File: config.mk
export PLATFORM = sky130hd
export DESIGN_NAME = block_cache_lru_tags
export DESIGN_NICKNAME = d
export VERILOG_FILES = /design/src/sv/bclt_pkg.sv /design/src/sv/bclt_cell.sv /design/src/sv/block_cache_lru_tags.sv
export SDC_FILE = /design/constraint.sdc
export NUM_CORES = 2
export LEC_CHECK = 0
export BUFFER_PORTS_ARGS = -buffer_cell sky130_fd_sc_hd__buf_2
export CORE_ASPECT_RATIO = 1.5
export CORE_UTILIZATION = 35
export DETAILED_ROUTE_END_ITERATION = 6
export GPL_TIMING_DRIVEN = 0
export HOLD_SLACK_MARGIN = 0.1
export MAX_ROUTING_LAYER = met4
export PLACE_DENSITY = 0.52
export SETUP_SLACK_MARGIN = 0.05
export SLEW_MARGIN = 20
export SYNTH_ARGS = -nofsm -noshare
export SYNTH_HDL_FRONTEND = slang
export SYNTH_HIERARCHICAL = 1
export SYNTH_SLANG_ARGS = --single-unit
File: constraint.sdc
create_clock -name clk -period 5.2 [get_ports clk]
set_input_delay 1.04 -clock clk [delete_from_list [all_inputs] [get_ports clk]]
set_output_delay 1.04 -clock clk [all_outputs]
set_load 0.005 [all_outputs]
File: src/sv/bclt_pkg.sv
// Shared types and constants for the block cache tag engine.
// Used by bclt_cell and block_cache_lru_tags; depends on nothing.
package bclt_pkg;

    localparam int CACHE_SLOTS = 16;
    localparam int BLOCK_BYTES = 512;
    localparam int SLOT_W      = $clog2(CACHE_SLOTS);
    localparam int BLOCK_SHIFT = $clog2(BLOCK_BYTES);
    localparam int TAG_W       = 16;
    localparam int STAMP_W     = 32;
    localparam int OFFSET_W    = 26;
    localparam int HDR_W       = 16;
    localparam int CFG_IDX_W   = 1;

    typedef logic [SLOT_W-1:0]  slot_idx_t;
    typedef logic [TAG_W-1:0]   tag_t;
    typedef logic [STAMP_W-1:0] stamp_t;

    // Action codes; code 3 is reserved and answered as invalid.
    localparam logic [1:0] ACT_GET   = 2'd0;
    localparam logic [1:0] ACT_MARK  = 2'd1;
    localparam logic [1:0] ACT_FLUSH = 2'd2;

    // Configuration register indexes.
    localparam logic [CFG_IDX_W-1:0] REG_WITH_HEADER = 1'b0;
    localparam logic [CFG_IDX_W-1:0] REG_HEADER_SIZE = 1'b1;

    typedef enum logic [2:0] {
        ST_OK         = 3'd0,
        ST_FULL       = 3'd1,
        ST_INVALID    = 3'd2,
        ST_NOT_CACHED = 3'd3,
        ST_NO_DIRTY   = 3'd4
    } status_t;

    typedef enum logic [1:0] {
        S_IDLE = 2'b01,
        S_SCAN = 2'b10
    } state_t;

    // Query broadcast to every cell while a scan runs.
    typedef struct packed {
        tag_t   blk;
        stamp_t count;
    } query_t;

    // Running search record handed from cell to cell.
    typedef struct packed {
        logic      match_found;
        slot_idx_t match_idx;
        logic      empty_found;
        slot_idx_t empty_idx;
        logic      clean_found;
        slot_idx_t clean_idx;
        stamp_t    best_age;
        logic      dirty_found;
        slot_idx_t dirty_idx;
        tag_t      dirty_tag;
    } scan_rec_t;

    // Slot update broadcast at the end of a scan.
    typedef struct packed {
        logic      en;
        slot_idx_t idx;
        logic      wr_tag;
        tag_t      tag;
        logic      wr_dirty;
        logic      dirty;
        logic      wr_stamp;
        stamp_t    stamp;
    } slot_wr_t;

endpackage

File: src/sv/bclt_cell.sv
// One cache slot: tag, dirty mark and use stamp, plus one stage of the search chain.
// Depends on bclt_pkg.
module bclt_cell (
    input  logic               clk,
    input  logic               rst_n,
    input  bclt_pkg::slot_idx_t cell_idx,
    input  bclt_pkg::query_t    query,
    input  logic               in_valid,
    input  bclt_pkg::scan_rec_t in_rec,
    output logic               out_valid,
    output bclt_pkg::scan_rec_t out_rec,
    input  bclt_pkg::slot_wr_t  wr
);
    import bclt_pkg::*;

    tag_t      tag_reg;
    logic      dirty_reg;
    stamp_t    stamp_reg;
    logic      valid_reg;
    scan_rec_t rec_reg;
    scan_rec_t rec_next;
    stamp_t    age;
    logic      wr_hit;

    assign age    = query.count - stamp_reg;
    assign wr_hit = wr.en && (wr.idx == cell_idx);

    // Fold this slot into the record coming from the previous cell.
    always_comb
    begin
        rec_next = in_rec;
        if (!in_rec.match_found && (tag_reg == query.blk))
        begin
            rec_next.match_found = 1'b1;
            rec_next.match_idx   = cell_idx;
        end
        if (!in_rec.empty_found && (tag_reg == '0))
        begin
            rec_next.empty_found = 1'b1;
            rec_next.empty_idx   = cell_idx;
        end
        if (!dirty_reg && (!in_rec.clean_found || (age > in_rec.best_age)))
        begin
            rec_next.clean_found = 1'b1;
            rec_next.clean_idx   = cell_idx;
            rec_next.best_age    = age;
        end
        if (!in_rec.dirty_found && dirty_reg)
        begin
            rec_next.dirty_found = 1'b1;
            rec_next.dirty_idx   = cell_idx;
            rec_next.dirty_tag   = tag_reg;
        end
    end

    always_ff @(posedge clk or negedge rst_n)
    begin
        if (!rst_n)
        begin
            tag_reg   <= '0;
            dirty_reg <= 1'b0;
            stamp_reg <= '0;
            valid_reg <= 1'b0;
        end
        else
        begin
            valid_reg <= in_valid;
            if (wr_hit && wr.wr_tag)
            begin
                tag_reg <= wr.tag;
            end
            if (wr_hit && wr.wr_dirty)
            begin
                dirty_reg <= wr.dirty;
            end
            if (wr_hit && wr.wr_stamp)
            begin
                stamp_reg <= wr.stamp;
            end
        end
    end

    always_ff @(posedge clk)
    begin
        if (in_valid)
        begin
            rec_reg <= rec_next;
        end
    end

    assign out_valid = valid_reg;
    assign out_rec   = rec_reg;

endmodule

File: src/sv/block_cache_lru_tags.sv
// Top level of the block cache tag engine: command port, config registers, chain of slot cells.
// Depends on bclt_pkg and bclt_cell.

// An item is taken when start is high and busy is low. A search token walks the row of
// CACHE_SLOTS slot cells, one cell per cycle, and the slot update and result follow in the
// cycle after it leaves the last cell. done pulses and busy drops in that same cycle, so no
// new item is taken before the last one is done. The result ports are valid only while done
// is high and there is no way to hold them; capture them in that cycle. The use counter
// advances once per item, errors included. Configuration writes are always ready and belong
// in idle periods only.
module block_cache_lru_tags (
    input  logic                           clk,
    input  logic                           rst_n,
    input  logic                           start,
    output logic                           busy,
    input  logic [1:0]                     action,
    input  logic [15:0]                    block_number,
    output logic                           done,
    output logic [3:0]                     slot,
    output logic [15:0]                    block_out,
    output logic                           hit,
    output logic                           load_needed,
    output logic                           writeback_needed,
    output logic [25:0]                    byte_offset,
    output logic [2:0]                     status,
    input  logic                           cfg_valid,
    output logic                           cfg_ready,
    input  logic [bclt_pkg::CFG_IDX_W-1:0] cfg_index,
    input  logic [15:0]                    cfg_data
);
    import bclt_pkg::*;

    state_t    state_reg;
    state_t    state_next;
    logic      inject_reg;
    logic [1:0] action_reg;
    tag_t      blk_reg;
    stamp_t    counter_reg;
    logic      with_header_reg;
    logic [HDR_W-1:0] header_size_reg;
    logic      done_reg;

    logic [3:0]          slot_reg;
    tag_t                block_out_reg;
    logic                hit_reg;
    logic                load_reg;
    logic                wb_reg;
    logic [OFFSET_W-1:0] offset_reg;
    status_t             status_reg;

    logic      accept;
    logic      finish;
    query_t    query;
    slot_wr_t  wr;
    scan_rec_t chain_rec [CACHE_SLOTS+1];
    logic [CACHE_SLOTS:0] chain_val;
    scan_rec_t last;

    slot_idx_t           res_slot;
    tag_t                res_block;
    logic                res_hit;
    logic                res_load;
    logic                res_wb;
    logic [OFFSET_W-1:0] res_offset;
    status_t             res_status;

    function automatic logic [OFFSET_W-1:0] offset_of(input tag_t blk, input logic wh,
                                                      input logic [HDR_W-1:0] hs);
        logic [OFFSET_W-1:0] base;
        base = OFFSET_W'({blk, {BLOCK_SHIFT{1'b0}}});
        return wh ? base + OFFSET_W'(hs) : base;
    endfunction

    assign accept    = start && !busy;
    assign busy      = (state_reg != S_IDLE);
    assign cfg_ready = 1'b1;
    assign last      = chain_rec[CACHE_SLOTS];
    assign finish    = (state_reg == S_SCAN) && chain_val[CACHE_SLOTS];

    assign query.blk   = blk_reg;
    assign query.count = counter_reg;

    assign chain_rec[0] = '0;
    assign chain_val[0] = inject_reg;

    generate
        for (genvar k = 0; k < CACHE_SLOTS; k++)
        begin : g_cell
            bclt_cell u_cell (
                .clk       (clk),
                .rst_n     (rst_n),
                .cell_idx  (SLOT_W'(k)),
                .query     (query),
                .in_valid  (chain_val[k]),
                .in_rec    (chain_rec[k]),
                .out_valid (chain_val[k+1]),
                .out_rec   (chain_rec[k+1]),
                .wr        (wr)
            );
        end
    endgenerate

    // Decide the result and the slot update from the finished search record.
    always_comb
    begin
        res_slot   = '0;
        res_block  = '0;
        res_hit    = 1'b0;
        res_load   = 1'b0;
        res_wb     = 1'b0;
        res_offset = '0;
        res_status = ST_OK;
        wr         = '0;
        wr.stamp   = counter_reg;
        case (action_reg)
            ACT_GET:
            begin
                if (blk_reg == '0)
                begin
                    res_status = ST_INVALID;
                end
                else if (last.match_found)
                begin
                    res_slot    = last.match_idx;
                    res_block   = blk_reg;
                    res_hit     = 1'b1;
                    wr.en       = 1'b1;
                    wr.idx      = last.match_idx;
                    wr.wr_stamp = 1'b1;
                end
                else if (last.empty_found || last.clean_found)
                begin
                    res_slot    = last.empty_found ? last.empty_idx : last.clean_idx;
                    res_block   = blk_reg;
                    res_load    = 1'b1;
                    res_offset  = offset_of(blk_reg, with_header_reg, header_size_reg);
                    wr.en       = 1'b1;
                    wr.idx      = res_slot;
                    wr.wr_tag   = 1'b1;
                    wr.tag      = blk_reg;
                    wr.wr_dirty = 1'b1;
                    wr.dirty    = 1'b0;
                    wr.wr_stamp = 1'b1;
                end
                else
                begin
                    res_status = ST_FULL;
                end
            end
            ACT_MARK:
            begin
                if (blk_reg == '0)
                begin
                    res_status = ST_INVALID;
                end
                else if (!last.match_found)
                begin
                    res_status = ST_NOT_CACHED;
                end
                else
                begin
                    res_slot    = last.match_idx;
                    res_block   = blk_reg;
                    wr.en       = 1'b1;
                    wr.idx      = last.match_idx;
                    wr.wr_dirty = 1'b1;
                    wr.dirty    = 1'b1;
                    wr.wr_stamp = 1'b1;
                end
            end
            ACT_FLUSH:
            begin
                if (!last.dirty_found)
                begin
                    res_status = ST_NO_DIRTY;
                end
                else
                begin
                    res_slot    = last.dirty_idx;
                    res_block   = last.dirty_tag;
                    res_wb      = 1'b1;
                    res_offset  = offset_of(last.dirty_tag, with_header_reg, header_size_reg);
                    wr.en       = 1'b1;
                    wr.idx      = last.dirty_idx;
                    wr.wr_dirty = 1'b1;
                    wr.dirty    = 1'b0;
                end
            end
            default:
            begin
                res_status = ST_INVALID;
            end
        endcase
        // hold the slot row unless the search has just finished
        wr.en = wr.en && finish;
    end

    always_comb
    begin
        state_next = state_reg;
        unique case (state_reg)
            S_IDLE:
            begin
                if (start)
                begin
                    state_next = S_SCAN;
                end
            end
            S_SCAN:
            begin
                if (chain_val[CACHE_SLOTS])
                begin
                    state_next = S_IDLE;
                end
            end
            default:
            begin
                state_next = S_IDLE;
            end
        endcase
    end

    always_ff @(posedge clk or negedge rst_n)
    begin
        if (!rst_n)
        begin
            state_reg       <= S_IDLE;
            inject_reg      <= 1'b0;
            counter_reg     <= 32'd1;
            with_header_reg <= 1'b0;
            header_size_reg <= '0;
            done_reg        <= 1'b0;
        end
        else
        begin
            state_reg  <= state_next;
            inject_reg <= accept;
            done_reg   <= finish;
            if (finish)
            begin
                counter_reg <= counter_reg + 32'd1;
            end
            if (cfg_valid && cfg_ready)
            begin
                unique case (cfg_index)
                    REG_WITH_HEADER: with_header_reg <= cfg_data[0];
                    REG_HEADER_SIZE: header_size_reg <= cfg_data;
                    default: ;
                endcase
            end
        end
    end

    always_ff @(posedge clk)
    begin
        if (accept)
        begin
            action_reg <= action;
            blk_reg    <= block_number;
        end
        if (finish)
        begin
            slot_reg      <= 4'(res_slot);
            block_out_reg <= res_block;
            hit_reg       <= res_hit;
            load_reg      <= res_load;
            wb_reg        <= res_wb;
            offset_reg    <= res_offset;
            status_reg    <= res_status;
        end
    end

    assign done             = done_reg;
    assign slot             = slot_reg;
    assign block_out        = block_out_reg;
    assign hit              = hit_reg;
    assign load_needed      = load_reg;
    assign writeback_needed = wb_reg;
    assign byte_offset      = offset_reg;
    assign status           = status_reg;

    // at most one search token in the row
    a_one_token: assert property (@(posedge clk) disable iff (!rst_n)
        $onehot0(chain_val))
        else $error("more than one search token in the cell row");

    a_done_after_scan: assert property (@(posedge clk) disable iff (!rst_n)
        done |-> ($past(state_reg) == S_SCAN) && (state_reg == S_IDLE))
        else $error("result strobe without a finished search");

    a_counter_step: assert property (@(posedge clk) disable iff (!rst_n)
        done |-> (counter_reg == $past(counter_reg) + 32'd1))
        else $error("use counter did not advance with the item");

    a_error_clean: assert property (@(posedge clk) disable iff (!rst_n)
        (done && (status != ST_OK)) |-> (!hit && !load_needed && !writeback_needed
            && (byte_offset == '0) && (slot == '0) && (block_out == '0)))
        else $error("error result carries non-zero fields");

    a_accept_busy: assert property (@(posedge clk) disable iff (!rst_n)
        accept |=> busy && inject_reg)
        else $error("accepted item did not start a search");

endmodule

* Word level (Yosys, flattened, before mapping)
Cells that the tools add are included.
** Storage, ports and cells
- Input bits :: 39
- Logic and storage cells :: 638
- Bits in registers :: 1979
** Cells by class
- $lt $le $gt $ge :: 15
- Equal/unequal tests :: 38
- Reductions and logical operators :: 243
- Muxes and demuxes :: 83
- Bitwise gates (word level) :: 2
- Add/subtract/negate cells :: 19
** Operators by type and width (count)
- $sub 32x32->32 :: 16
- $gt 32x32->1 :: 15
- $mux 32 :: 14
- $mux 16 :: 21
- $logic_not 16->1 :: 17
- $eq 16x16->1 :: 16
- $mux 26 :: 6
- $logic_and 1x1->1 :: 127
- $logic_not 1->1 :: 76
- $add 25x16->26 :: 2
- $pmux 26 s2 :: 1
- $mux 25 :: 2
- $pmux 16 s3 :: 1
- $mux 37 :: 1
- $add 32x1->32 const B :: 1
- $eq 4x4->1 const B :: 8
- $mux 5 :: 6
- $mux 4 :: 7
- $mux 21 :: 1
- $mux 19 :: 1
- $mux 17 :: 1
- $eq 4x3->1 const B :: 4
- $logic_or 1x1->1 :: 16
- $pmux 5 s3 :: 1
- other kinds (20) :: 39

* Depth between registers and ports, before layout
- Word-level depth :: 8
- Mapped depth :: 22

* Hierarchy
Netlist, hierarchy kept.
** By module, submodules not included
- bclt_cell (g_cell[10].u_cell ...) :: area an instance 7676.1 um^2, cells each 699, instances 9
- bclt_cell (g_cell[8].u_cell ...) :: area an instance 7627.3 um^2, cells each 748, instances 2
- bclt_cell (g_cell[5].u_cell ...) :: area an instance 7548.5 um^2, cells each 668, instances 2
- bclt_cell (g_cell[7].u_cell) :: area an instance 7672.4 um^2, cells each 732, instances 1
- bclt_cell (g_cell[0].u_cell) :: area an instance 7500.9 um^2, cells each 727, instances 1
- bclt_cell (g_cell[12].u_cell) :: area an instance 7358.3 um^2, cells each 670, instances 1
- block_cache_lru_tags :: area an instance 6164.7 um^2, cells each 500, instances 1

* Least setup slack after synthesis
OpenSTA, ideal clock, no wires.
- Path type :: register -> register
- Start :: register counter_reg[1]
- End :: register g_cell[5].u_cell.rec_reg (netlist bit g_cell[5].u_cell/out_rec[27]) (data pin)
- Path buffers :: 2
- Setup slack :: -0.340 ns
- Period minus slack after synthesis :: 5.540 ns
- Arrival time :: 5.278 ns
- Stages on the path, launching flop included :: 16
- Data required time :: 4.938 ns
- Setup time :: 0.262 ns
- Cell sequence :: dfrtp_1 > ha_1 > nor2b_1 > o31a_2 > a2111oi_4 > nor4b_4 > nor3_4 > o311ai_1 > xor2_1 > ha_1 > nand4_1 > or4_1 > a211o_1 > buf_2 > buf_6 > mux2_1
** RTL lines
- start: declaration :: line block_cache_lru_tags.sv:38 : stamp_t counter_reg;
- start signal: assignment :: line block_cache_lru_tags.sv:241 : counter_reg <= counter_reg + 32'd1;
- end signal: assignment :: line bclt_cell.sv:87 : rec_reg <= rec_next;
- end: declaration :: line bclt_cell.sv:20 : scan_rec_t rec_reg;

==> impl_metrics.ini <==
[worst_setup_path]
path_delay_family = compound AO/OA/AOI/OAI gates
crit_cells = 22
worstSetupEndpointType = flip-flop
worstSetupPathType = flip-flop to flip-flop
reg2reg_depth = 22
reg2reg_from = counter_reg[0]
crit_path_start_kind = flip-flop
r2r_end = g_cell[5].u_cell/out_rec[41]
crit_buf_inv = 8
slowest_delay_ns = 0.67
cp.arrival_ns = 5.95
crit_chain = buf_16 > buf_12 > inv_4 > ha_4 > inv_2 > fa_2 > a21oi_2 > o211ai_1 > buf_4 > o21ai_4 > buf_6 > o22ai_4 > nand4_1 > a31oi_4 > xor2_4 > ha_4 > nand4_1 > or4_1 > a211o_1 > clkbuf_16 > buf_12 > mux2_4
worstPathRequired_ns = 5.85
crit_fanout = 5
crit_slowest_cell = dfstp_4
r2r_slack_ns = -0.09

[worst_hold_path]
hp-start = block_number[9]
hold_depth = 1
whs_endpoint = blk_reg[9]
hp-class = input pin to flip-flop

[final_layout]
fin_nets = 13900
final_area_um2 = 152000
largest_register_ffs = 1056
n_fill_cell = 34400
final_cell_mix = inv_1 (1,142), edfxtp_1 (1,126), ha_1 (972)
layout.cells.most_common = inv_1
multiInputGateArea_um2 = 69800
areaGrowthSynthToFinish_pct = 20.0
seq_area_um2 = 55300
drive_gt1_frac = 0.237

[yosys]
syn_area_per_cell_um2 = 10.8
syn_inst = 11700
syn_area_um2 = 127000
yosys_warnings = 6

[placed_design]
gp_congestion = 0.924
placed_cell_area_um2 = 138000
numPortBuffers = 92
hpwl_mm = 319

[drt]
drt_iter0_markers = 5165
ant_nets = 0
drc = 0
via_per_inst = 5.18
dr.pass1.iters = 6
post_drt_wl_per_cell_um = 24.5
finalWirelength_mm = 436
vias = 92300

[die]
core-area_um2 = 360000
die_area_um2 = 364000
die_x_um = 493
die_h_um = 739
rows = 270
io_pins = 94
start_util = 0.351

[grt]
grt_usage = 0.240
grt_pass1_vias = 92900
grt_max_degree = 122
antenna_found_initial = 8
grt_pass1_wl_mm = 622
gr-total-overflow = 0

[clock_tree]
cts_tree = done
clockBufferDepth = 4
clk_latency_ns = 0.94
clock-sinks = 1979
clk_pin_slew_ns = 0.06
cts-buffers-inserted = 220
htreeDepth = 4
root_buffer = clkbuf_16

[pwr]
switching_share = 0.319
total_power_uw = 53300
cellLeakagePower_uw = 0.0686
p_seq_frac = 0.421
ir_drop_mv = 0.265
power_frac_comb = 0.277
cellPowerDensity_nw_per_um2 = 351
power_switching_uw = 17000
p_int_uw = 36300
clockPowerShare = 0.302

[timing]
setup_violations = 114
slew_viol_final = 0
min_period_over_period = 1.02
skew_ns = 0.0804
fmax_mhz = 189
fin_ws_ns = -0.0943
hold-worst-slack_ns = 0.310
max_slew.worst_pin.slew_ns = 1.15
period_needed_ns = 5.29
slew_headroom = 0.225
hold_viol = 0
fin_setup_tns_ns = -3.99
rsz0062_at_grt = yes

[status]
violations = negative setup slack
status = complete, but fails checks

[flow_run]
max_cap_viol_count = 0
==> per-stage QoR <==
stage,worst slack [ns],utilization,cells
2_1_floorplan,0.167,-,12100
3_3_place_gp,-20.29,0.374,16900
3_5_place_dp,-1.51,0.382,17100
4_1_cts,-0.112,0.413,17700
5_1_grt,-0.206,0.422,17800
6_report,-0.0943,0.422,17800
==> worst register-to-register path, delay by kind of cell, from the launching register on <==
family | cells | cell delay, ns
DFF | 1 | 0.67
AOI/OAI and AO/OA | 6 | 1.16
adders and majority gates | 3 | 0.56
muxes | 1 | 0.34
and+or+nand+nor | 3 | 0.93
xor gates and xnor gates | 1 | 0.31
buffers and inverters | 8 | 1.08
==> routing by layer <==
| layer | track usage | up-vias | routed length, um |
|---|---|---|---|
| met5 | - | - | 0 |
| met4 | 0.164 | 0 | 36500 |
| met3 | 0.0258 | 1034 | 14000 |
| met2 | 0.441 | 1900 | 231000 |
| met1 | 0.235 | 45200 | 154000 |
| li1 | - | 44200 | - |
==> power by group through the flow <==
stage / Clock (uW) / Combinational [uW] / Sequential, uW
6_report: 16100 / 14800 / 22400
5_1_grt: 17000 / 15800 / 22700
3_5_place_dp: 0 / 12300 / 22800
2_1_floorplan: 0 / 7330 / 22200
3_3_place_gp: 0 / 10500 / 24200
4_1_cts: 16500 / 13600 / 22500
==> how the worst max path moves through the flow <==
stage	startpoint	to
after floorplan	blk_reg[7]	g_cell[12].u_cell/tag_reg[10]
after global placement	rst_n	counter_reg[1]
after detailed placement	counter_reg[17]	g_cell[9].u_cell/out_rec[28]
after CTS	counter_reg[0]	g_cell[10].u_cell/out_rec[50]
after global routing	counter_reg[0]	g_cell[4].u_cell/out_rec[47]
final	counter_reg[0]	g_cell[5].u_cell/out_rec[41]
==> layout make-up <==
type	instances	share of cell area
Inverter	1167	0.0290
Clock inverter	111	0.00770
Multi-Input combinational cell	8599	0.459
Buffer	335	0.0149
Tap cell	4760	0.0392
Clock buffer	295	0.0404
Sequential cell	1979	0.364
Timing Repair Buffer	550	0.0451
Antenna cell	14	0.000230
==> repair_timing <==
item / 4_1_cts / 5_1_grt
pin swaps: 161 / 214
hold endpoints to repair: 35 / 0
buffers inserted: 194 / 116
resized for setup: 430 / 504
gates cloned: 14 / 26
setup endpoints to repair: 952 / 891
hold buffers: 1 / 0
Note: power is estimated with default switching activity, not from simulation.
